**src/rtl/gmab_pkg.sv**
```systemverilog
// Package for the grain-merge alpha blend: fixed-point constants, register indexes,
// the pipeline control struct and the byte to Q16 conversion.
// Depends on nothing; every other file of the block imports it.
`default_nettype none

package gmab_pkg;

   localparam int unsigned BYTE_W   = 8;
   localparam int unsigned Q_W      = 17;
   localparam int unsigned WEIGHT_W = 9;
   localparam int unsigned CSR_IDX_W = 2;
   localparam int unsigned STAGES   = 5;

   localparam logic [Q_W-1:0]      Q_ONE      = 17'd65536;
   localparam logic [WEIGHT_W-1:0] WEIGHT_ONE = 9'd256;
   localparam logic [WEIGHT_W-1:0] WEIGHT_RESET = 9'd77;

   localparam logic [CSR_IDX_W-1:0] CSR_TEXTURE_ALPHA_MODE = 2'd0;
   localparam logic [CSR_IDX_W-1:0] CSR_SKIN_WEIGHT        = 2'd1;

   // Load strobes for the five compute stages, shared by the alpha unit and the lanes.
   typedef struct packed {
      logic [STAGES-1:0] load;
   } gmab_ctl_type;

   // ceil(b * 65536 / 255) equals b * 257 plus one for any nonzero byte.
   function automatic logic [Q_W-1:0] to_q16(input logic [BYTE_W-1:0] b);
      return {1'b0, b, b} + Q_W'(b != '0);
   endfunction

endpackage

`default_nettype wire

```
**src/rtl/gmab_alpha.sv**
```systemverilog
// Effective alpha unit: converts the alpha bytes and, in RGBA mode, multiplies them.
// Delivers the alpha to the lanes at stage 3 and again, delayed, at stage 5.
// Depends on gmab_pkg.
`default_nettype none

module gmab_alpha
   import gmab_pkg::*;
(
   input  wire logic                 clock,
   input  wire gmab_ctl_type         ctl,
   input  wire logic                 texture_alpha_mode,
   input  wire logic [BYTE_W-1:0]    image_alpha,
   input  wire logic [BYTE_W-1:0]    tex_alpha,
   output logic      [Q_W-1:0]       alpha_early,
   output logic      [Q_W-1:0]       alpha_late
);

   logic [Q_W-1:0]   img_q_ff;
   logic [Q_W-1:0]   tex_q_ff;
   logic [Q_W-1:0]   alpha2_ff;
   logic [Q_W-1:0]   alpha2_in;
   logic [Q_W-1:0]   alpha3_ff;
   logic [Q_W-1:0]   alpha4_ff;
   logic [2*Q_W:0]   product;

   always_comb begin
      product = (2*Q_W+1)'(img_q_ff) * (2*Q_W+1)'(tex_q_ff) + (2*Q_W+1)'(Q_ONE >> 1);
      if (texture_alpha_mode) begin
         alpha2_in = product[Q_W+15:16];
      end else begin
         alpha2_in = img_q_ff;
      end
   end

   always_ff @(posedge clock) begin
      if (ctl.load[0]) begin
         img_q_ff <= to_q16(image_alpha);
         tex_q_ff <= to_q16(tex_alpha);
      end
      if (ctl.load[1]) begin
         alpha2_ff <= alpha2_in;
      end
      if (ctl.load[2]) begin
         alpha3_ff <= alpha2_ff;
      end
      if (ctl.load[3]) begin
         alpha4_ff <= alpha3_ff;
      end
   end

   assign alpha_early = alpha2_ff;
   assign alpha_late  = alpha4_ff;

endmodule

`default_nettype wire

```
**config.mk**
```make
export PLATFORM = sky130hd
export DESIGN_NAME = gmab_alpha
export DESIGN_NICKNAME = d
export VERILOG_FILES = /design/src/rtl/gmab_pkg.sv /design/src/rtl/gmab_alpha.sv
export SDC_FILE = /design/constraint.sdc
export NUM_CORES = 1
export LEC_CHECK = 0
export BUFFER_PORTS_ARGS = -buffer_cell sky130_fd_sc_hd__buf_4
export CAP_MARGIN = 20
export CORE_MARGIN = 4
export CORE_UTILIZATION = 40
export DETAILED_ROUTE_END_ITERATION = 10
export GPL_TIMING_DRIVEN = 0
export HOLD_SLACK_MARGIN = 0.08
export RECOVER_POWER = 25
export SLEW_MARGIN = 10
export SYNTH_ARGS = -nofsm -noshare
export SYNTH_HDL_FRONTEND = slang
export SYNTH_SLANG_ARGS = --single-unit
```
**constraint.sdc**
```tcl
create_clock -name clock -period 12.7 [get_ports clock]
set_input_delay 1.27 -clock clock [delete_from_list [all_inputs] [get_ports clock]]
set_output_delay 1.27 -clock clock [all_outputs]
set_load 0.02 [all_outputs]
```
==> impl_results.md <==
* Tot GR Track Use at 18.2%
* FMAX at 137 MHz
* Critical-path cell list: clkbuf_1 -> nand2_1 -> fa_1 -> fa_1 -> fa_1 -> inv_1 -> ha_1 -> fa_1 -> inv_1 -> fa_1 -> inv_1 -> ha_1 -> and3_1 -> a221o_1 -> a31oi_2 -> a31oi_4 -> o21ai_4 -> o21ai_2 -> and3_1 -> or2_0 -> a311o_1
* Crit path largest cell delay at 0.71 ns
* Post-synth net total at 1585
* Multi-input logic area at 0.00874 sq mm
* Pre-antenna DRT Iters at 6
* Vias in the first global route at 8698
* # port buffers at 55
* Most frequent CP cell: fa_1
* H-Tree Level Count at 3
* Worst Skew at 0.00531 ns
* Adder-Cell Fraction of Synth Area at 47.8%
* Yosys reg bits at 85
* Worst hold stages at 0
* Final min period at 7.31 ns
* Met2 wire len at 13300 um
* Post-CTS resize count at 0
* RSZ-0062 raised after global routing: false
* Worst skew pair latency at 0.35 ns
* FF-to-FF End: alpha_early[16]
* Row count at 64
* Synth Area in Compound Gates at 3.90%
* Synth top area cells: fa_1 36%, edfxtp_1 20%, ha_1 12%
* N_diodes at 0
* CP startpoint kind: register
* Crit. End Element: register
* CTS Root Cell: clkbuf_16
* Vias per std cell at 4.93
* Mean area per synthesized cell at 10.2 sq um
* Pin slew with the least headroom to its limit at 0.814 ns
* Register area share after synthesis at 20.5%
* Slew margin rel. at 45.7%
* Die footprint at 0.0341 sq mm
* # Post-CTS Setup Buffers at 0
* Final Hold Viols at 0
* Max-slew violations at 0
* Min-Delay Endpoint: alpha_late[3]
* Global placement routability congestion at 0.947
* Met3 wire length at 2330 um
* Reg2reg path depth at 21
* CTS sink count at 85
* Most frequent cells in the layout: 272 x inv_1, 223 x fa_1, 159 x nand2_1
* Worst path slowest cell: edfxtp_1
* Die Y-Extent at 185 um
* CP Data Arrival Time at 7.41 ns
* Most common cell after layout, fill and taps aside: inv_1
* Initial DRC Count at 384
* Setup violators final at 0
* Mux cell area share after synthesis at 1.17%
* Largest family of logic cells by synthesized area: adder cells
* Cell Area, Synth at 0.0125 sq mm
* Fraction of registers with async set/reset at 0%
* Type of the worst setup path: reg2reg
* GRT overflow at 0
* Pin count of the biggest net entering global routing at 35
* Synth Area in XOR/XNOR at 2.39%
* Initial antenna violation count at 2
* Status: finished clean
* CP Data Required Time at 12.80 ns
* DP Wirelength at 24300 um
* Clock-pin transition on the worst setup and hold timing paths at 0.06 ns
* Uppermost routed layer: met5
* Min-Delay Path Class: reg2reg
* DR vias at 8304
* FILL cells at 2950
* Top_reg_cell synth: edfxtp_1
* Worst path buffer plus inverter count at 4
* Starting Density at 40.7%
* Post-synth EDFFs at 85
* DRC Markers at 0
* R2R Setup Slk at 5.39 ns
* Layout cells sized above 1 at 7.13%
* Syn. warnings at 0
* Max clock buf depth at 2
* TritonCTS clock tree: done
* Reg-to-reg startpoint: img_q_ff[8]
* Tcrit/Tclk final at 57.6%
* Max Cap Violations at 0
* Routed WL at 29700 um
* Final Net Count at 1651
* Final ANT Viol Nets at 0
* Fraction of the mapped netlist area in simple logic gates at 14.7%
* Crit Path Max Fanout at 10
* Area share of the largest cell type after synthesis at 35.8%
* Io pins at 57
* Synth cell types at 52
* Wirelength per Cell at 17.6 um
* Min-delay src: alpha3_ff[3]
* Metal-1 WL at 13600 um
* FF/Latch Area at 0.00255 sq mm
* Synthesis-to-finish area growth at 9.52%
* Mapped Cells at 1219
* Core box area at 0.0307 sq mm
* Global-route wire length before repair at 47700 um
* Critical path's top delay family: adder cells
* Num CTS Buffers at 9
* Setup TNS at 0 ns
* Post-CTS Hold Buffers at 0
* Post-Layout Cell Count at 1686
* Die X at 185 um
* Largest area contributor in the netlist: fa_1
* Post-Place Cells at 1670
==> layout make-up <==
| cell class | count | share of cell area, % |
|---|---|---|
| multi-input combinational | 817 | 63.9 |
| sequential | 85 | 18.7 |
| inverter | 273 | 7.50 |
| tap | 396 | 3.63 |
| timing repair buffer | 55 | 2.99 |
| clock buffer | 9 | 1.65 |
| buffer | 44 | 1.21 |
| clock inverter | 7 | 0.421 |
==> synthesized netlist by cell type (2+ instances only) <==
master / count
mux2_2: 13
inv_1: 272
a21oi_1: 19
nor2_1: 9
xnor2_1: 24
and3_1: 8
ha_1: 120
and2_1: 153
nand2_1: 159
fa_1: 223
a21o_1: 12
o22ai_1: 2
nand4b_1: 2
o21ai_0: 2
nor4b_1: 2
a31oi_1: 4
a21oi_2: 2
clkbuf_1: 44
a21boi_1: 2
xor2_1: 10
nand3_1: 12
edfxtp_1: 85
o21ai_1: 3
nand4_1: 4
nor2b_1: 2
nor3_1: 5
==> sequential cells by signal (all words and copies together) (netlist names) <==
| register | flops |
|---|---|
| alpha_early | 17 |
| tex_q_ff | 17 |
| img_q_ff | 17 |
| alpha3_ff | 17 |
| alpha_late | 17 |
==> logic make-up after synthesis <==
logic type	Yosys count
AOI/OAI and AO/OA	65
xor gates and xnor gates	34
adders and majority gates	343
buffers and inverters	317
DFF	85
muxes	13
and+or+nand+nor	362
==> per-stage QoR <==
| step | utilization (%) | hold slack [ns] | cell area (sq um) | worst slack, ns |
|---|---|---|---|---|
| detailed placement | 43.7 | 0.405 | 13400 | 5.34 |
| CTS | 44.6 | 0.415 | 13700 | 5.31 |
| global placement | 43.7 | 0.401 | 13400 | 5.38 |
| floorplan | - | 0.400 | 12500 | 6.52 |
| finish | 44.6 | 0.417 | 13700 | 5.39 |
| global route | 44.6 | 0.431 | 13700 | 5.09 |
==> metal layers <==
| metal | up-vias | global-route usage, % |
|---|---|---|
| met3 | 41 | 4.07 |
| li1 | 3856 | - |
| met2 | 270 | 28.6 |
| met4 | 2 | 4.58 |
| met1 | 4135 | 26.0 |
| met5 | - | 0 |
==> how the worst max path moves through the flow <==
| stage | startpoint | end | slack, ns | depth (start not counted) |
|---|---|---|---|---|
| floorplan | tex_q_ff[2] | alpha_early[16] | 6.52 | 21 |
| global placement | img_q_ff[9] | alpha_early[16] | 5.38 | 21 |
| detailed placement | img_q_ff[8] | alpha_early[16] | 5.34 | 21 |
| CTS | img_q_ff[8] | alpha_early[16] | 5.31 | 21 |
| global route | img_q_ff[9] | alpha_early[16] | 5.09 | 21 |
| finish | img_q_ff[8] | alpha_early[16] | 5.39 | 21 |
Power is not shown: default switching activity piles up to over one toggle a cycle in this logic, so the estimate is an artifact.
