[src/rtl/gmab_pkg.sv]
// Package for the grain-merge alpha blend: fixed-point constants, register indexes,
// the pipeline control struct and the byte to Q16 conversion.
// Depends on nothing; every other file of the block imports it.
`default_nettype none

package gmab_pkg;

   localparam int unsigned BYTE_W   = 8;
   localparam int unsigned Q_W      = 17;
   localparam int unsigned WEIGHT_W = 9;
   localparam int unsigned CSR_IDX_W = 2;
   localparam int unsigned STAGES   = 5;

   localparam logic [Q_W-1:0]      Q_ONE      = 17'd65536;
   localparam logic [WEIGHT_W-1:0] WEIGHT_ONE = 9'd256;
   localparam logic [WEIGHT_W-1:0] WEIGHT_RESET = 9'd77;

   localparam logic [CSR_IDX_W-1:0] CSR_TEXTURE_ALPHA_MODE = 2'd0;
   localparam logic [CSR_IDX_W-1:0] CSR_SKIN_WEIGHT        = 2'd1;

   // Load strobes for the five compute stages, shared by the alpha unit and the lanes.
   typedef struct packed {
      logic [STAGES-1:0] load;
   } gmab_ctl_type;

   // ceil(b * 65536 / 255) equals b * 257 plus one for any nonzero byte.
   function automatic logic [Q_W-1:0] to_q16(input logic [BYTE_W-1:0] b);
      return {1'b0, b, b} + Q_W'(b != '0);
   endfunction

endpackage

`default_nettype wire

[src/rtl/gmab_lane.sv]
// One color channel lane: grain merge, texture blend, skin mix and base blend
// over five registered stages. Depends on gmab_pkg.
`default_nettype none

module gmab_lane
   import gmab_pkg::*;
(
   input  wire logic                  clock,
   input  wire gmab_ctl_type          ctl,
   input  wire logic [WEIGHT_W-1:0]   weight,
   input  wire logic [Q_W-1:0]        alpha_early,
   input  wire logic [Q_W-1:0]        alpha_late,
   input  wire logic [BYTE_W-1:0]     base_byte,
   input  wire logic [BYTE_W-1:0]     tex_byte,
   input  wire logic [BYTE_W-1:0]     skin_byte,
   output logic      [Q_W-1:0]        result
);

   logic [Q_W-1:0] base1_ff, tex1_ff, skin1_ff, gm1_ff;
   logic [Q_W-1:0] base2_ff, tex2_ff, skin2_ff, gm2_ff;
   logic [Q_W-1:0] base3_ff, skin3_ff, g3_ff;
   logic [Q_W-1:0] base4_ff, g4_ff;
   logic [Q_W-1:0] r5_ff;

   logic [Q_W-1:0] tex_q, skin_q, gm1_in, g3_in, g4_in, r5_in;
   logic [Q_W:0]   sum1;

   logic signed [Q_W:0]       diff3, diff4, diff5;
   logic signed [2*Q_W+1:0]   prod3, sum3, prod5, sum5;
   logic signed [Q_W+10:0]    prod4, sum4;

   always_comb begin
      tex_q  = to_q16(tex_byte);
      skin_q = to_q16(skin_byte);
      sum1   = {1'b0, tex_q} + {1'b0, skin_q};
      if (sum1 < (Q_W+1)'(Q_ONE >> 1)) begin
         gm1_in = '0;
      end else if (sum1 > (Q_W+1)'(Q_ONE) + (Q_W+1)'(Q_ONE >> 1)) begin
         gm1_in = Q_ONE;
      end else begin
         gm1_in = Q_W'(sum1 - (Q_W+1)'(Q_ONE >> 1));
      end
   end

   // The blends are written as Y*1 + (X - Y)*A so each blend stage has a single multiplier.
   always_comb begin
      diff3 = $signed({1'b0, gm2_ff}) - $signed({1'b0, tex2_ff});
      prod3 = diff3 * $signed({1'b0, alpha_early});
      sum3  = $signed({3'b0, tex2_ff, 16'b0}) + prod3 + (2*Q_W+2)'(Q_ONE >> 1);
      g3_in = sum3[Q_W+15:16];
   end

   always_comb begin
      diff4 = $signed({1'b0, skin3_ff}) - $signed({1'b0, g3_ff});
      prod4 = diff4 * $signed({1'b0, weight});
      sum4  = $signed({3'b0, g3_ff, 8'b0}) + prod4 + (Q_W+11)'(WEIGHT_ONE >> 1);
      g4_in = sum4[Q_W+7:8];
   end

   always_comb begin
      diff5 = $signed({1'b0, g4_ff}) - $signed({1'b0, base4_ff});
      prod5 = diff5 * $signed({1'b0, alpha_late});
      sum5  = $signed({3'b0, base4_ff, 16'b0}) + prod5 + (2*Q_W+2)'(Q_ONE >> 1);
      r5_in = sum5[Q_W+15:16];
   end

   always_ff @(posedge clock) begin
      if (ctl.load[0]) begin
         base1_ff <= to_q16(base_byte);
         tex1_ff  <= tex_q;
         skin1_ff <= skin_q;
         gm1_ff   <= gm1_in;
      end
      if (ctl.load[1]) begin
         base2_ff <= base1_ff;
         tex2_ff  <= tex1_ff;
         skin2_ff <= skin1_ff;
         gm2_ff   <= gm1_ff;
      end
      if (ctl.load[2]) begin
         base3_ff <= base2_ff;
         skin3_ff <= skin2_ff;
         g3_ff    <= g3_in;
      end
      if (ctl.load[3]) begin
         base4_ff <= base3_ff;
         g4_ff    <= g4_in;
      end
      if (ctl.load[4]) begin
         r5_ff <= r5_in;
      end
   end

   assign result = r5_ff;

endmodule

`default_nettype wire

[config.mk]
export PLATFORM = sky130hd
export DESIGN_NAME = gmab_lane
export DESIGN_NICKNAME = d
export VERILOG_FILES = /design/src/rtl/gmab_pkg.sv /design/src/rtl/gmab_lane.sv
export SDC_FILE = /design/constraint.sdc
export NUM_CORES = 2
export LEC_CHECK = 0
export BUFFER_PORTS_ARGS = -buffer_cell sky130_fd_sc_hd__buf_2
export CAP_MARGIN = 40
export CORE_MARGIN = 3
export CORE_UTILIZATION = 60
export DETAILED_ROUTE_END_ITERATION = 7
export HOLD_SLACK_MARGIN = 0.15
export PLACE_DENSITY = 0.79
export SYNTH_ARGS = -nofsm -noshare
export SYNTH_HDL_FRONTEND = slang
export SYNTH_SLANG_ARGS = --single-unit
[constraint.sdc]
create_clock -name clock -period 8.8 [get_ports clock]
set_clock_uncertainty 0.15 [all_clocks]
set_input_delay 0.44 -clock clock [delete_from_list [all_inputs] [get_ports clock]]
set_output_delay 0.44 -clock clock [all_outputs]
set_load 0.02 [all_outputs]
==> impl_metrics.ini <==
[global_route]
grt_pass1_wl_mm = 140
grt_remaining_overflow = 0
grt_start_max_net_pins = 69
groute.usage.overall_pct = 25.8
grt_antenna_before_repair = 9
grt_pass1_vias = 28200

[detailed_routing]
avgViaCountPerCell = 5.33
routed_wire_length_per_instance_um = 17.0
detail_route.first_pass.iterations = 7
route.top_layer_used = met5
wl_met3_mm = 4.48
first_iter_violations = 1474
detail-route-antenna-nets = 0
vias = 26000
wl_mm = 83.2
dr_wl_met2_mm = 42.5
routedLengthMet1_mm = 33.6
post-route-drc-count = 0

[die]
floorplan.io_pins = 90
floorplan.core_area_sq_um = 63800
fp-row-count = 92
dieArea_sq_um = 68200
dieHeight_um = 261
initial_core_utilization_pct = 61.3
die_x_um = 261

[worst_setup_path]
path_delay_family = adder cells
worst-r2r-cell-count = 32
timing.critical_path.slowest_stage_cell = sky130_fd_sc_hd__fa_1
reg2reg_to = g3_ff[16]
setup.worst_path.start_class = flop
timing.critical_path.fanout_max = 5
worst_ep_required_time_ns = 8.93
setup.worst_path.end_class = flop
cp.buffers_inverters = 6
regToRegSetupSlack_ns = 0.33
critical_path_class = reg2reg
cp.arrival_ns = 8.60
start_of_the_worst_register_to_register_path = tex2_ff[1]
crit_path_max_incr_delay_ns = 0.55

[finish]
drive_above_1_share_pct = 6.54
mostFrequentLayoutCell = sky130_fd_sc_hd__inv_1
layout_common_cells = sky130_fd_sc_hd__inv_1 (1023), sky130_fd_sc_hd__fa_1 (746), sky130_fd_sc_hd__and2_1 (379)
final_area_sq_um = 41900
fillers = 4942
num-nets-final = 5163
area_delta_synth_final_pct = 7.09

[sta]
achievable-frequency_ghz = 0.118
worst_pin_slew_ns = 0.928
totalNegativeSetupSlack_ns = 0
setup_slack_ns = 0.329
finalHoldViolCount = 0
slew-limit-headroom_pct = 37.7
setup_viol = 0
final_number_of_max_transition_violations = 0
minimum_clock_period_ns = 8.47
period_utilisation_layout_pct = 96.3

[placement]
place_ws_ns = -0.0701
port_buffers = 89
dp_area_sq_um = 40700
detailedPlacementHpwl_mm = 69.2
place_congestion = 0.918

[logic_synthesis]
synth-edff-count = 238
netlist_area_sq_um = 39100
synth_cell_type_count = 72
ys_seq_area_share_pct = 18.3
yosysWarnings = 0
per_instance_average_area_after_synthesis_sq_um = 9.96
yosys_most_used_dff = sky130_fd_sc_hd__edfxtp_1
synth_fp_nets = 5069
synth_cells = 3926
synth-seq-cells = 238
synth_async_sr_flop_share_pct = 0

[hold_path]
hold_end = base1_ff[7]
min_from = base_byte[7]
holdCritPathClass = in2reg
hold_depth = 2

[clock_network]
insertion_delay_ns = 0.56
cts.clk_slew.worst_paths_ns = 0.06
clockRootBuffer = sky130_fd_sc_hd__clkbuf_16
h-tree-depth = 1
cts_max_path_buffers = 3
cts_buffers = 23
clkSinkCount = 238
cts_tree = yes

[job]
max-cap-violations = 0

[status]
run_status = complete, no violations
sequential cells by signal, indices dropped and copies added (netlist names):
register,count
tex2_ff,17
tex1_ff,17
base1_ff,17
g3_ff,17
result,17
skin1_ff,17
base2_ff,17
skin2_ff,17
gm2_ff,17
base4_ff,17
g4_ff,17
base3_ff,17
skin3_ff,17
gm1_ff,17
kinds of logic (layout without fill, tap and decap cells):
group | count (synthesis) | in the layout | share of synthesized area (%)
AOI/OAI and AO/OA | 243 | 243 | 4.23
xor gates and xnor gates | 163 | 163 | 3.69
adders and majority gates | 1070 | 1070 | 48.7
buffers and inverters | 1129 | 1239 | 10.8
DFF | 238 | 238 | 18.3
other | 0 | 5 | 0
and+or+nand+nor | 1083 | 1083 | 14.2
metal layers:
metal	GRT usage (%)	vias up
li1	-	12000
met1	33.6	13200
met4	7.30	4
met2	45.8	697
met5	0	-
met3	3.25	172
through the flow:
| stage | instances | utilization [%] | hold slack, ns |
|---|---|---|---|
| floorplan | 3926 | - | 0.250 |
| global placement | 4823 | 63.8 | 0.250 |
| detailed placement | 4826 | 63.9 | 0.255 |
| CTS | 4874 | 65.1 | 0.153 |
| global route | 4886 | 65.6 | 0.171 |
| finish | 4887 | 65.6 | 0.170 |
Yosys cell counts, types with 13 or more instances:
cell                          n  share of area (%)
sky130_fd_sc_hd__o21ai_0     36               0.46
sky130_fd_sc_hd__nand2b_1    27               0.43
sky130_fd_sc_hd__clkbuf_1    98               0.94
sky130_fd_sc_hd__nor2_1     100               0.96
sky130_fd_sc_hd__ha_1       317                 10
sky130_fd_sc_hd__nand3_1     32               0.41
sky130_fd_sc_hd__and3_1      15               0.24
sky130_fd_sc_hd__xor2_1      34               0.76
sky130_fd_sc_hd__o21a_1      31               0.60
sky130_fd_sc_hd__a21oi_1     54               0.69
sky130_fd_sc_hd__a31oi_1     13               0.21
sky130_fd_sc_hd__nand2_1    375                3.6
sky130_fd_sc_hd__a21o_1      27               0.52
sky130_fd_sc_hd__fa_1       753                 39
sky130_fd_sc_hd__xnor2_1    128                2.9
sky130_fd_sc_hd__inv_1     1025                9.8
sky130_fd_sc_hd__edfxtp_1   238                 18
sky130_fd_sc_hd__nor3_1      32               0.41
sky130_fd_sc_hd__nor2b_1     65                1.0
sky130_fd_sc_hd__and2_1     381                6.1
worst max-delay path by stage:
stage | start | endpoint | slack (ns) | cells past startpoint
floorplan | base4_ff[1] | result[14] | 0.35 | 34
global placement | tex2_ff[0] | g3_ff[16] | 0.20 | 31
detailed placement | tex2_ff[0] | g3_ff[16] | -0.07 | 31
CTS | tex2_ff[1] | g3_ff[16] | 0.02 | 32
global route | tex2_ff[1] | g3_ff[16] | -0.008 | 32
finish | tex2_ff[1] | g3_ff[16] | 0.33 | 32
final cells by class:
type                            instances  area [sq um]  share of cell area, %
Timing Repair Buffer                  173          1100                   2.63
Clock buffer                           29           598                   1.43
Clock inverter                         12           119                  0.284
Inverter                             1025          3850                   9.20
Sequential cell                       238          7150                   17.1
Tap cell                              846          1060                   2.53
Multi-Input combinational cell       2559         28000                   66.8
Antenna cell                            5          12.5                 0.0299
what timing repair did:
action,CTS,global route
resized for setup,2,61
hold buffers,7,0
endpoints found under the hold margin,17,0
endpoints found under the setup margin,2,19
pin swaps,0,27
setup buffers,0,8
Power is left out: the tool's default activity adds up to more than one toggle a clock period on the data nets, which glitch-free logic cannot reach.
