**src/rtl/gmab_pkg.sv**
```systemverilog
// Package for the grain-merge alpha blend: fixed-point constants, register indexes,
// the pipeline control struct and the byte to Q16 conversion.
// Depends on nothing; every other file of the block imports it.
`default_nettype none

package gmab_pkg;

   localparam int unsigned BYTE_W   = 8;
   localparam int unsigned Q_W      = 17;
   localparam int unsigned WEIGHT_W = 9;
   localparam int unsigned CSR_IDX_W = 2;
   localparam int unsigned STAGES   = 5;

   localparam logic [Q_W-1:0]      Q_ONE      = 17'd65536;
   localparam logic [WEIGHT_W-1:0] WEIGHT_ONE = 9'd256;
   localparam logic [WEIGHT_W-1:0] WEIGHT_RESET = 9'd77;

   localparam logic [CSR_IDX_W-1:0] CSR_TEXTURE_ALPHA_MODE = 2'd0;
   localparam logic [CSR_IDX_W-1:0] CSR_SKIN_WEIGHT        = 2'd1;

   // Load strobes for the five compute stages, shared by the alpha unit and the lanes.
   typedef struct packed {
      logic [STAGES-1:0] load;
   } gmab_ctl_type;

   // ceil(b * 65536 / 255) equals b * 257 plus one for any nonzero byte.
   function automatic logic [Q_W-1:0] to_q16(input logic [BYTE_W-1:0] b);
      return {1'b0, b, b} + Q_W'(b != '0);
   endfunction

endpackage

`default_nettype wire

```
**src/rtl/gmab_merge.sv**
```systemverilog
// Output stage: scales the three lane results to bytes and holds the result beat
// until the consumer takes it. Depends on gmab_pkg.
`default_nettype none

module gmab_merge
   import gmab_pkg::*;
(
   input  wire logic                clock,
   input  wire logic                reset,
   input  wire logic                in_valid,
   input  wire logic [Q_W-1:0]      red_q,
   input  wire logic [Q_W-1:0]      green_q,
   input  wire logic [Q_W-1:0]      blue_q,
   input  wire logic                in_last,
   output logic                     in_ready,
   output logic                     rsp_valid,
   input  wire logic                rsp_stall,
   output logic      [BYTE_W-1:0]   rsp_out_red,
   output logic      [BYTE_W-1:0]   rsp_out_green,
   output logic      [BYTE_W-1:0]   rsp_out_blue,
   output logic                     rsp_last_out
);

   logic                valid_ff;
   logic [BYTE_W-1:0]   red_ff, green_ff, blue_ff;
   logic                last_ff;

   // (r * 255) >> 16, clamped to a byte.
   function automatic logic [BYTE_W-1:0] to_byte(input logic [Q_W-1:0] r);
      logic [Q_W+7:0] scaled;
      scaled = {r, 8'b0} - (Q_W+8)'(r);
      if (scaled[Q_W+7:16] > (Q_W-8)'(8'hFF)) begin
         return 8'hFF;
      end else begin
         return scaled[23:16];
      end
   endfunction

   assign in_ready = !valid_ff || !rsp_stall;

   always_ff @(posedge clock) begin
      if (reset) begin
         valid_ff <= 1'b0;
      end else if (in_ready) begin
         valid_ff <= in_valid;
      end
   end

   always_ff @(posedge clock) begin
      if (in_ready) begin
         red_ff   <= to_byte(red_q);
         green_ff <= to_byte(green_q);
         blue_ff  <= to_byte(blue_q);
         last_ff  <= in_last;
      end
   end

   assign rsp_valid     = valid_ff;
   assign rsp_out_red   = red_ff;
   assign rsp_out_green = green_ff;
   assign rsp_out_blue  = blue_ff;
   assign rsp_last_out  = last_ff;

   // A beat taken with nothing behind it leaves the output empty.
   assert property (@(posedge clock) disable iff (reset)
      valid_ff && !rsp_stall && !in_valid |=> !valid_ff)
      else $error("output beat repeated after it was taken");

   // A waiting beat blocks the stage in front of it.
   assert property (@(posedge clock) disable iff (reset)
      valid_ff && rsp_stall |-> !in_ready)
      else $error("output stage accepts while its beat waits");

   // A new beat appears only when the stage in front offered one.
   assert property (@(posedge clock) disable iff (reset)
      in_ready && !in_valid |=> !valid_ff)
      else $error("output beat without a source");

endmodule

`default_nettype wire

```
**config.mk**
```make
export PLATFORM = sky130hd
export DESIGN_NAME = gmab_merge
export DESIGN_NICKNAME = d
export VERILOG_FILES = /design/src/rtl/gmab_pkg.sv /design/src/rtl/gmab_merge.sv
export SDC_FILE = /design/constraint.sdc
export NUM_CORES = 1
export LEC_CHECK = 0
export ABC_AREA = 1
export BUFFER_PORTS_ARGS = -buffer_cell sky130_fd_sc_hd__buf_2
export CAP_MARGIN = 20
export CORE_UTILIZATION = 45
export DETAILED_ROUTE_END_ITERATION = 12
export PLACE_DENSITY = 0.68
export SLEW_MARGIN = 25
export SYNTH_ARGS = -nofsm -noshare
export SYNTH_HDL_FRONTEND = slang
export SYNTH_SLANG_ARGS = --single-unit
```
**constraint.sdc**
```tcl
create_clock -name clock -period 1.9 [get_ports clock]
set_input_delay 0.19 -clock clock [delete_from_list [all_inputs] [get_ports clock]]
set_output_delay 0.19 -clock clock [all_outputs]
set_load 0.03 [all_outputs]
```
==> results of run 1 <==
worst reg2reg max path: stages, from the launching register on:
cell and delay [ns]:
dfxtp_1 0.32, nand2_1 0.23, buf_4 0.33
logic make-up after synthesis:
logic type | Yosys count
compound gates | 24
xor+xnor | 3
fa+ha+maj | 27
buf+inv | 125
flops | 26
simple gates | 468
cell type report:
class                   count  area [µm²]
multi-input cells         522        2420
fillers                   808        3460
clock buffers               3        41.3
well taps                 102         128
flip-flops and latches     26         771
inverters                 125         469
clock inverters             1        30.0
repair buffers             92         485
cells in the mapped netlist:
cell type  instances
nand2_2            4
inv_1            124
o21ai_0            5
xnor2_1            2
ha_1              27
edfxtp_1          25
dfxtp_1            1
nor2_2             2
nand2_1          268
nor3_1             2
nand4_1           22
xor2_1             1
nor2_1           105
nand2_4            2
inv_2              1
a21oi_1           18
a21boi_0           1
nand3_1           58
nand3b_1           4
and2_1             1
report_power, final:
part | total [mW] | internal (mW) | switching [mW]
logic | 0.853 | 0.281 | 0.572
clock network | 0.465 | 0.282 | 0.183
registers | 0.693 | 0.681 | 0.0122
total | 2.01 | 1.24 | 0.767
metrics by stage:
stage	util, %	hold slack (ns)
6_report	55.7	0.0543
5_1_grt	55.7	0.0495
4_1_cts	55.7	0.0536
3_5_place_dp	54.7	0.350
3_3_place_gp	54.7	0.344
2_1_floorplan	-	0.259
final timing paths:
kind	startpoint	end	slack (ns)	cells past startpoint
worst max-delay path	red_q[9]	rsp_out_red[4]	0.31	14
worst min-delay path	reset	rsp_valid	0.05	2
worst max register to register	rsp_valid	rsp_out_green[3]	0.72	2
worst min register to register	rsp_valid	rsp_out_red[5]	0.72	1
layer usage:
metal	routed length [µm]	vias to the layer above
li1	-	2285
met1	4890	1942
met2	4800	108
met3	480	29
met4	301	0
met5	0	-
state kept, by name (all words and copies together), names as in the netlist:
| name | count |
|---|---|
| rsp_last_out | 1 |
| rsp_out_blue | 8 |
| rsp_out_green | 8 |
| rsp_out_red | 8 |
| rsp_valid | 1 |
==> impl_metrics.tcl, run 1 <==
set metrics [dict create \
    rows 32 \
    synth_compound_area_share_pct 3.35 \
    cts_buffers 3 \
    grt_max_degree 21 \
    grt_usage_pct 25.4 \
    finalMaxSlewViolations 0 \
    skew_ns 0.00288 \
    die_h_um 92.2 \
    gr-total-overflow 0 \
    crit_family "simple AND/OR/NAND/NOR gates" \
    setup_viol 0 \
    dr.pass1.iters 7 \
    hold_viol_final 0 \
    synth_area_leader_cell "nand2_1" \
    crit_chain "buf_2, inv_1, ha_1, nand2_1, nand2_2, nand2_1, nand2_1, nand2_1, nand2_1, nand2_1, nand3_1, nand2_2, nand2_4, nand2_1" \
    clock_path_buffers 2 \
    synth_adder_area_share_pct 9.23 \
    path_buf_inv 2 \
    place_area_um2 4270 \
    post-route-min-period_ns 1.59 \
    finalInstanceArea_um2 4350 \
    wl_per_cell_um 12.0 \
    cts_resized 0 \
    min_path_type "in -> reg" \
    crit_path_frequent_cell "nand2_1" \
    dr_total_vias 4364 \
    tightest_slew_ns 0.299 \
    place.gp.congestion 0.998 \
    cp-end-kind "flip-flop" \
    grtUsageMet3_pct 3.65 \
    cts_hold_buf 0 \
    grt_pass1_wl_mm 17.4 \
    synth-seq-area-share_pct 21.1 \
    crit_path_max_incr_delay_ns 0.40 \
    maxCapViolCount 0 \
    drc 0 \
    slowest_stage "ha_1" \
    syn_area_per_cell_um2 5.44 \
    synth_top_family_by_area "simple AND/OR/NAND/NOR gates" \
    synth_cell_types 20 \
    synthXorXnorAreaFrac_pct 0.718 \
    synthToLayoutAreaGrowth_pct 18.7 \
    vias_per_cell 5.01 \
    dp_hpwl_mm 9.06 \
    clock.fmax_ghz 0.629 \
    fin_setup_tns_ns 0 \
    status "finished, final reports clean" \
    yosys_warnings 0 \
    cts.sinks 26 \
    dieWidth_um 92.2 \
    drive_above_1_share_pct 13.7 \
    dp_slack_ns 0.0210 \
    period_share_pct 83.7 \
    ys_top_cells_by_area "nand2_1 27%, edfxtp_1 21%, inv_1 13%, nor2_1 11%, ha_1 9.2%" \
    io_pins 83 \
    use_met1_pct 32.7 \
    antenna_found_initial 0 \
    n_antenna_cell 0 \
    worstSetupStartpointType "input port" \
    vdd_ir_drop_max_mv 0.368 \
    clk_pin_slew_ns 0.09 \
    rsz0062_at_grt "no" \
    finalPower_mw 2.01 \
    fin_cells 871 \
    post_cts_buffers 0 \
    synth_area_um2 3660 \
    first_iter_violations 231 \
    htree_levels 1 \
    worstSetupPathType "in -> reg" \
    layout_common_cells "268 x nand2_1, 124 x inv_1, 105 x nor2_1" \
    busiest_layer "met2" \
    place_inst 867 \
    grt_pass1_vias 3970 \
    portBuffers 82 \
    synth_simple_gate_area_share_pct 52.8 \
    layout.nets 853 \
    start_util_pct 46.9 \
    synth_nets 756 \
    syn_inst 673 \
    postRouteAntennaNets 0 \
    worstPathArrival_ns 1.63 \
    coreArea_um2 7810 \
    ctsRootBufferMaster "clkbuf_8" \
    drt_wl_total_mm 10.5 \
    muxShareOfSynthArea_pct 0 \
    die-area_um2 8500 \
    required_ns 1.94 \
    clk_latency_ns 0.28 \
    power.leakage_nw 2.41 \
    use_met2_pct 42.8 \
    ys_ff_latch 26 \
    layout_setup_ws_ns 0.309 \
    max_slew_margin_pct 79.8 \
    layout_commonest_cell "nand2_1" \
    netlist.area_leader.share_pct 27.5 \
    cts_tree "done" \
    p_per_area_nw_per_um2 463 \
    path_max_fanout 8 \
]
No activity file was read; power rests on OpenSTA's default activity.
==> run 2: changes to the inputs <==
--- a/config.mk
+++ b/config.mk
@@ -10,7 +10,7 @@
 export CAP_MARGIN = 20
 export CORE_UTILIZATION = 45
 export DETAILED_ROUTE_END_ITERATION = 12
-export PLACE_DENSITY = 0.68
+export PLACE_DENSITY = 0.71
 export SLEW_MARGIN = 25
 export SYNTH_ARGS = -nofsm -noshare
 export SYNTH_HDL_FRONTEND = slang
==> constraint.sdc (replaced) <==
create_clock -name clock -period 1.4 [get_ports clock]
set_input_delay 0.14 -clock clock [delete_from_list [all_inputs] [get_ports clock]]
set_output_delay 0.14 -clock clock [all_outputs]
set_load 0.03 [all_outputs]
==> impl_metrics.tcl, run 2 (synthesis results as in run 1) <==
set metrics [dict create \
    dieWidth_um 92.2 \
    worstSetupStartpointType "input port" \
    seqPwrFrac_pct 28.9 \
    cts_tree "done" \
    crit_end "rsp_out_red[7]" \
    grt_pass1_vias 4481 \
    tightest_slew_ns 0.277 \
    place.gp.congestion 1.06 \
    synthToLayoutAreaGrowth_pct 57.5 \
    grt_pass1_wl_mm 19.4 \
    dr.pass1.iters 5 \
    drive_above_1_share_pct 43.9 \
    layout.nets 941 \
    worstSetupPathType "in -> reg" \
    drc 0 \
    gr-total-overflow 0 \
    htree_levels 1 \
    rsz0062_at_grt "yes" \
    grt_usage_pct 28.3 \
    r2r-end "rsp_out_green[2]" \
    holdPathStages 2 \
    hold_viol_final 0 \
    clock.fmax_ghz 0.699 \
    power.leakage_nw 2.87 \
    violations "negative setup slack" \
    power.switching_mw 1.26 \
    period_share_pct 102 \
    postRouteAntennaNets 0 \
    wl_per_cell_um 13.3 \
    place_inst 951 \
    start_util_pct 46.9 \
    fin_cells 959 \
    r2r_cells 2 \
    power.share.switching_pct 38.7 \
    pwr-share-comb_pct 52.0 \
    antenna_found_initial 0 \
    layout_commonest_cell "nand2_1" \
    max_slew_margin_pct 81.4 \
    clock_path_buffers 2 \
    layout_common_cells "206 x nand2_1, 99 x buf_4, 78 x inv_1" \
    intPower_mw 2.00 \
    grt_max_degree 21 \
    dr_total_vias 4961 \
    finalMaxSlewViolations 0 \
    min_path_type "in -> reg" \
    rr_startpoint "rsp_valid" \
    skew_ns 0.00158 \
    coreArea_um2 7810 \
    cts_buffers 3 \
    drt_wl_total_mm 12.8 \
    ctsRootBufferMaster "clkbuf_8" \
    first_iter_violations 266 \
    rrSetupSlack_ns 0.41 \
    rows 32 \
    die_h_um 92.2 \
    fin_hold_ws_ns 0.0108 \
    post-route-min-period_ns 1.43 \
    vias_per_cell 5.17 \
    path_max_fanout 5 \
    die-area_um2 8500 \
    setup_viol 1 \
    io_pins 83 \
    cp-startpoint "red_q[16]" \
    vdd_ir_drop_max_mv 0.369 \
    p_clk_share_pct 19.1 \
    required_ns 1.43 \
    status "finished with violations" \
    worstPathArrival_ns 1.46 \
    n_antenna_cell 0 \
    portBuffers 82 \
    maxCapViolCount 0 \
    layout_setup_ws_ns -0.0300 \
    cts.sinks 26 \
    clk_latency_ns 0.27 \
    clk_pin_slew_ns 0.09 \
    dp_hpwl_mm 10.5 \
    dp_slack_ns -0.317 \
    p_per_area_nw_per_um2 566 \
    cp-end-kind "flip-flop" \
]
[run 2: changes by cell type in the layout (fill, tap and decap cells not counted), sizes merged]
cell  before  now
buf       92  180
[run 2: what timing repair did]
item / in CTS / in global routing
resized for setup: 2 / 167
hold buffers: 0 / 0
setup endpoints to repair: 10 / 24
pin swaps: 2 / 50
buffers inserted: 0 / 4
[run 2: metal layers]
metal	GRT usage, %	routed length, µm	vias to the layer above
li1	-	-	2480
met1	38.3	5650	2268
met2	48.2	6120	189
met3	3.40	786	24
met4	5.99	198	0
met5	0	0	-
[run 2: worst min path at each step]
| stage | start | end | slack (ns) |
|---|---|---|---|
| after floorplan | reset | rsp_valid | 0.21 |
| after global placement | reset | rsp_valid | 0.30 |
| after detailed placement | reset | rsp_valid | 0.30 |
| after CTS | reset | rsp_valid | 0.01 |
| after global routing | reset | rsp_valid | 0.02 |
| final | reset | rsp_valid | 0.01 |
[run 2: area by class of cell]
| class | count | area, µm² |
|---|---|---|
| fillers | 650 | 2040 |
| repair buffers | 180 | 1180 |
| clock buffers | 3 | 41.3 |
| clock inverters | 1 | 30.0 |
| inverters | 125 | 487 |
| flip-flops and latches | 26 | 771 |
| multi-input cells | 522 | 3130 |
| well taps | 102 | 128 |
[run 2: power groups by stage]
stage	clock network (mW)	registers, mW	logic [mW]
floorplan	0	1.08	0.728
finish	0.623	0.942	1.70
detailed placement	0	0.957	1.48
CTS	0.628	0.942	1.48
global route	0.657	0.947	1.85
global placement	0	0.958	1.45
[run 2: worst max-delay path: stages]
cell and delay [ns]:
buf_2 0.13, inv_4 0.06, ha_4 0.29, nand2_2 0.09, buf_4 0.15, nor2_1 0.23, a21oi_1 0.15, nand2_1 0.08
nand2_1 0.05, nand2_1 0.06, nand2_1 0.05
[run 2: stage by stage]
stage | instance area [µm²] | setup TNS, ns | total power, mW | util, %
5_1_grt | 5770 | -0.617 | 3.45 | 73.8
2_1_floorplan | 3980 | 0 | 1.81 | -
4_1_cts | 5310 | 0 | 3.05 | 68.0
6_report | 5770 | -0.0300 | 3.26 | 73.8
3_5_place_dp | 5230 | -6.87 | 2.43 | 67.0
3_3_place_gp | 5230 | -6.00 | 2.40 | 67.0
==> run 3: changes to the inputs <==
--- a/config.mk
+++ b/config.mk
@@ -8,9 +8,11 @@
 export ABC_AREA = 1
 export BUFFER_PORTS_ARGS = -buffer_cell sky130_fd_sc_hd__buf_2
 export CAP_MARGIN = 20
-export CORE_UTILIZATION = 45
+export CORE_UTILIZATION = 50
+export CTS_CLUSTER_SIZE = 10
 export DETAILED_ROUTE_END_ITERATION = 12
-export PLACE_DENSITY = 0.71
+export HOLD_SLACK_MARGIN = 0.08
+export PLACE_DENSITY = 0.78
 export SLEW_MARGIN = 25
 export SYNTH_ARGS = -nofsm -noshare
 export SYNTH_HDL_FRONTEND = slang
==> impl_metrics.tcl, run 3 (synthesis results as in run 1) <==
set metrics [dict create \
    layout_setup_ws_ns -0.313 \
    drive_above_1_share_pct 47.1 \
    path_buf_inv 2 \
    vdd_ir_drop_max_mv 0.447 \
    antenna_found_initial 0 \
    wl_per_cell_um 15.8 \
    start_util_pct 52.7 \
    gr-total-overflow 0 \
    grt_pass1_wl_mm 20.0 \
    cts_tree "done" \
    clk_latency_ns 0.28 \
    clock_path_buffers 2 \
    skew_ns 0.00552 \
    coreArea_um2 6940 \
    dr_total_vias 5348 \
    postRouteAntennaNets 0 \
    drc 0 \
    crit_family "simple AND/OR/NAND/NOR gates" \
    p_per_area_nw_per_um2 570 \
    maxCapViolCount 0 \
    dieWidth_um 87.6 \
    n_antenna_cell 0 \
    io_pins 83 \
    rsz0062_at_grt "yes" \
    place_inst 943 \
    clock.fmax_ghz 0.584 \
    setup_viol 13 \
    layout.nets 952 \
    vias_per_cell 5.55 \
    layout_common_cells "189 x nand2_1, 107 x buf_4, 76 x nor2_1" \
    first_iter_violations 442 \
    required_ns 1.44 \
    crit_chain "buf_2, inv_2, ha_4, a21oi_2, and2_1, nand2_1, a21oi_2, nand3_4, nand2_2, nand2_2" \
    period_share_pct 122 \
    dr.pass1.iters 5 \
    layout_commonest_cell "nand2_1" \
    place.gp.congestion 1.15 \
    status "finished with violations" \
    worstPathArrival_ns 1.75 \
    rrSetupSlack_ns 0.51 \
    cts.sinks 26 \
    max_slew_margin_pct 81.5 \
    hold_viol_final 0 \
    rows 30 \
    clk_pin_slew_ns 0.09 \
    htree_levels 1 \
    fin_setup_tns_ns -0.761 \
    fin_cells 964 \
    die_h_um 87.6 \
    die-area_um2 7670 \
    crit_path_max_incr_delay_ns 0.30 \
    drt_wl_total_mm 15.2 \
    grt_pass1_vias 4670 \
    cts_buffers 3 \
    worstSetupStartpointType "input port" \
    grt_usage_pct 33.0 \
    path_max_fanout 4 \
    power.leakage_nw 2.95 \
    synthToLayoutAreaGrowth_pct 64.3 \
    post-route-min-period_ns 1.71 \
    finalMaxSlewViolations 0 \
    slowest_stage "and2_1" \
    worstSetupPathType "in -> reg" \
    ctsRootBufferMaster "clkbuf_8" \
    min_path_type "in -> reg" \
    cp-end-kind "flip-flop" \
    dp_hpwl_mm 10.5 \
    tightest_slew_ns 0.277 \
    portBuffers 82 \
    grt_max_degree 28 \
    violations "negative setup slack" \
]
run 3: cell types whose count changed in the layout (fill, tap and decap cells not counted), moves of 3 or more:
cell / change
nor2_4: +5
nand2_1: -17
inv_4: +3
inv_1: -4
nor2_2: -7
buf_6: +4
buf_4: +8
buf_2: -4
nand3_1: -4
nand2_2: +15
run 3: final timing paths:
path / startpoint / endpoint / cells after the start
worst max-delay path: red_q[16] / rsp_out_red[7] / 10
worst min-delay path: in_valid / rsp_valid / 3
worst max register to register: rsp_valid / rsp_out_red[5] / 2
worst min register to register: rsp_valid / rsp_valid / 3
run 3: cell type report:
class                           count  area, µm²
Tap cell                           96        120
Timing Repair Buffer              191       1300
Clock inverter                      1       30.0
Inverter                          125        502
Sequential cell                    26        771
Clock buffer                        3       41.3
Multi-Input combinational cell    522       3250
Fill cell                         373        931
run 3: what timing repair did:
item	in CTS	in global routing
hold buffers	2	0
endpoints found under the setup margin	24	24
cloned	0	0
pin swaps	2	71
gates resized for setup	11	205
endpoints found under the hold margin	2	0
setup buffers	0	15
run 3: through the flow:
stage / worst slack [ns] / total power, mW / util (%) / hold WS [ns] / area [µm²]
after floorplan: 0.000274 / 1.81 / - / 0.209 / 3980
after global placement: -0.276 / 2.38 / 75.0 / 0.300 / 5210
after detailed placement: -0.343 / 2.43 / 75.0 / 0.301 / 5210
after CTS: 0.000789 / 3.06 / 76.7 / 0.0962 / 5330
after global routing: -0.469 / 3.60 / 86.6 / 0.125 / 6010
final: -0.313 / 3.43 / 86.6 / 0.0931 / 6010
run 3: routing by layer:
layer	wire [µm]	vias up	share of wire, %	GRT usage, %
met3	1620	92	11	7.63
li1	-	2500	-	-
met5	0	-	0	0
met2	7320	366	48	60.5
met4	811	0	5.3	8.94
met1	5490	2390	36	38.6
run 3: worst min-delay path: stages:
cell and delay [ns]:
buf_2 0.09, inv_1 0.04, a21oi_1 0.06
run 3: power by group:
part | switching [mW] | internal (mW)
Combinational | 1.11 | 0.749
Sequential | 0.0182 | 0.924
Clock | 0.248 | 0.383
Total | 1.37 | 2.06
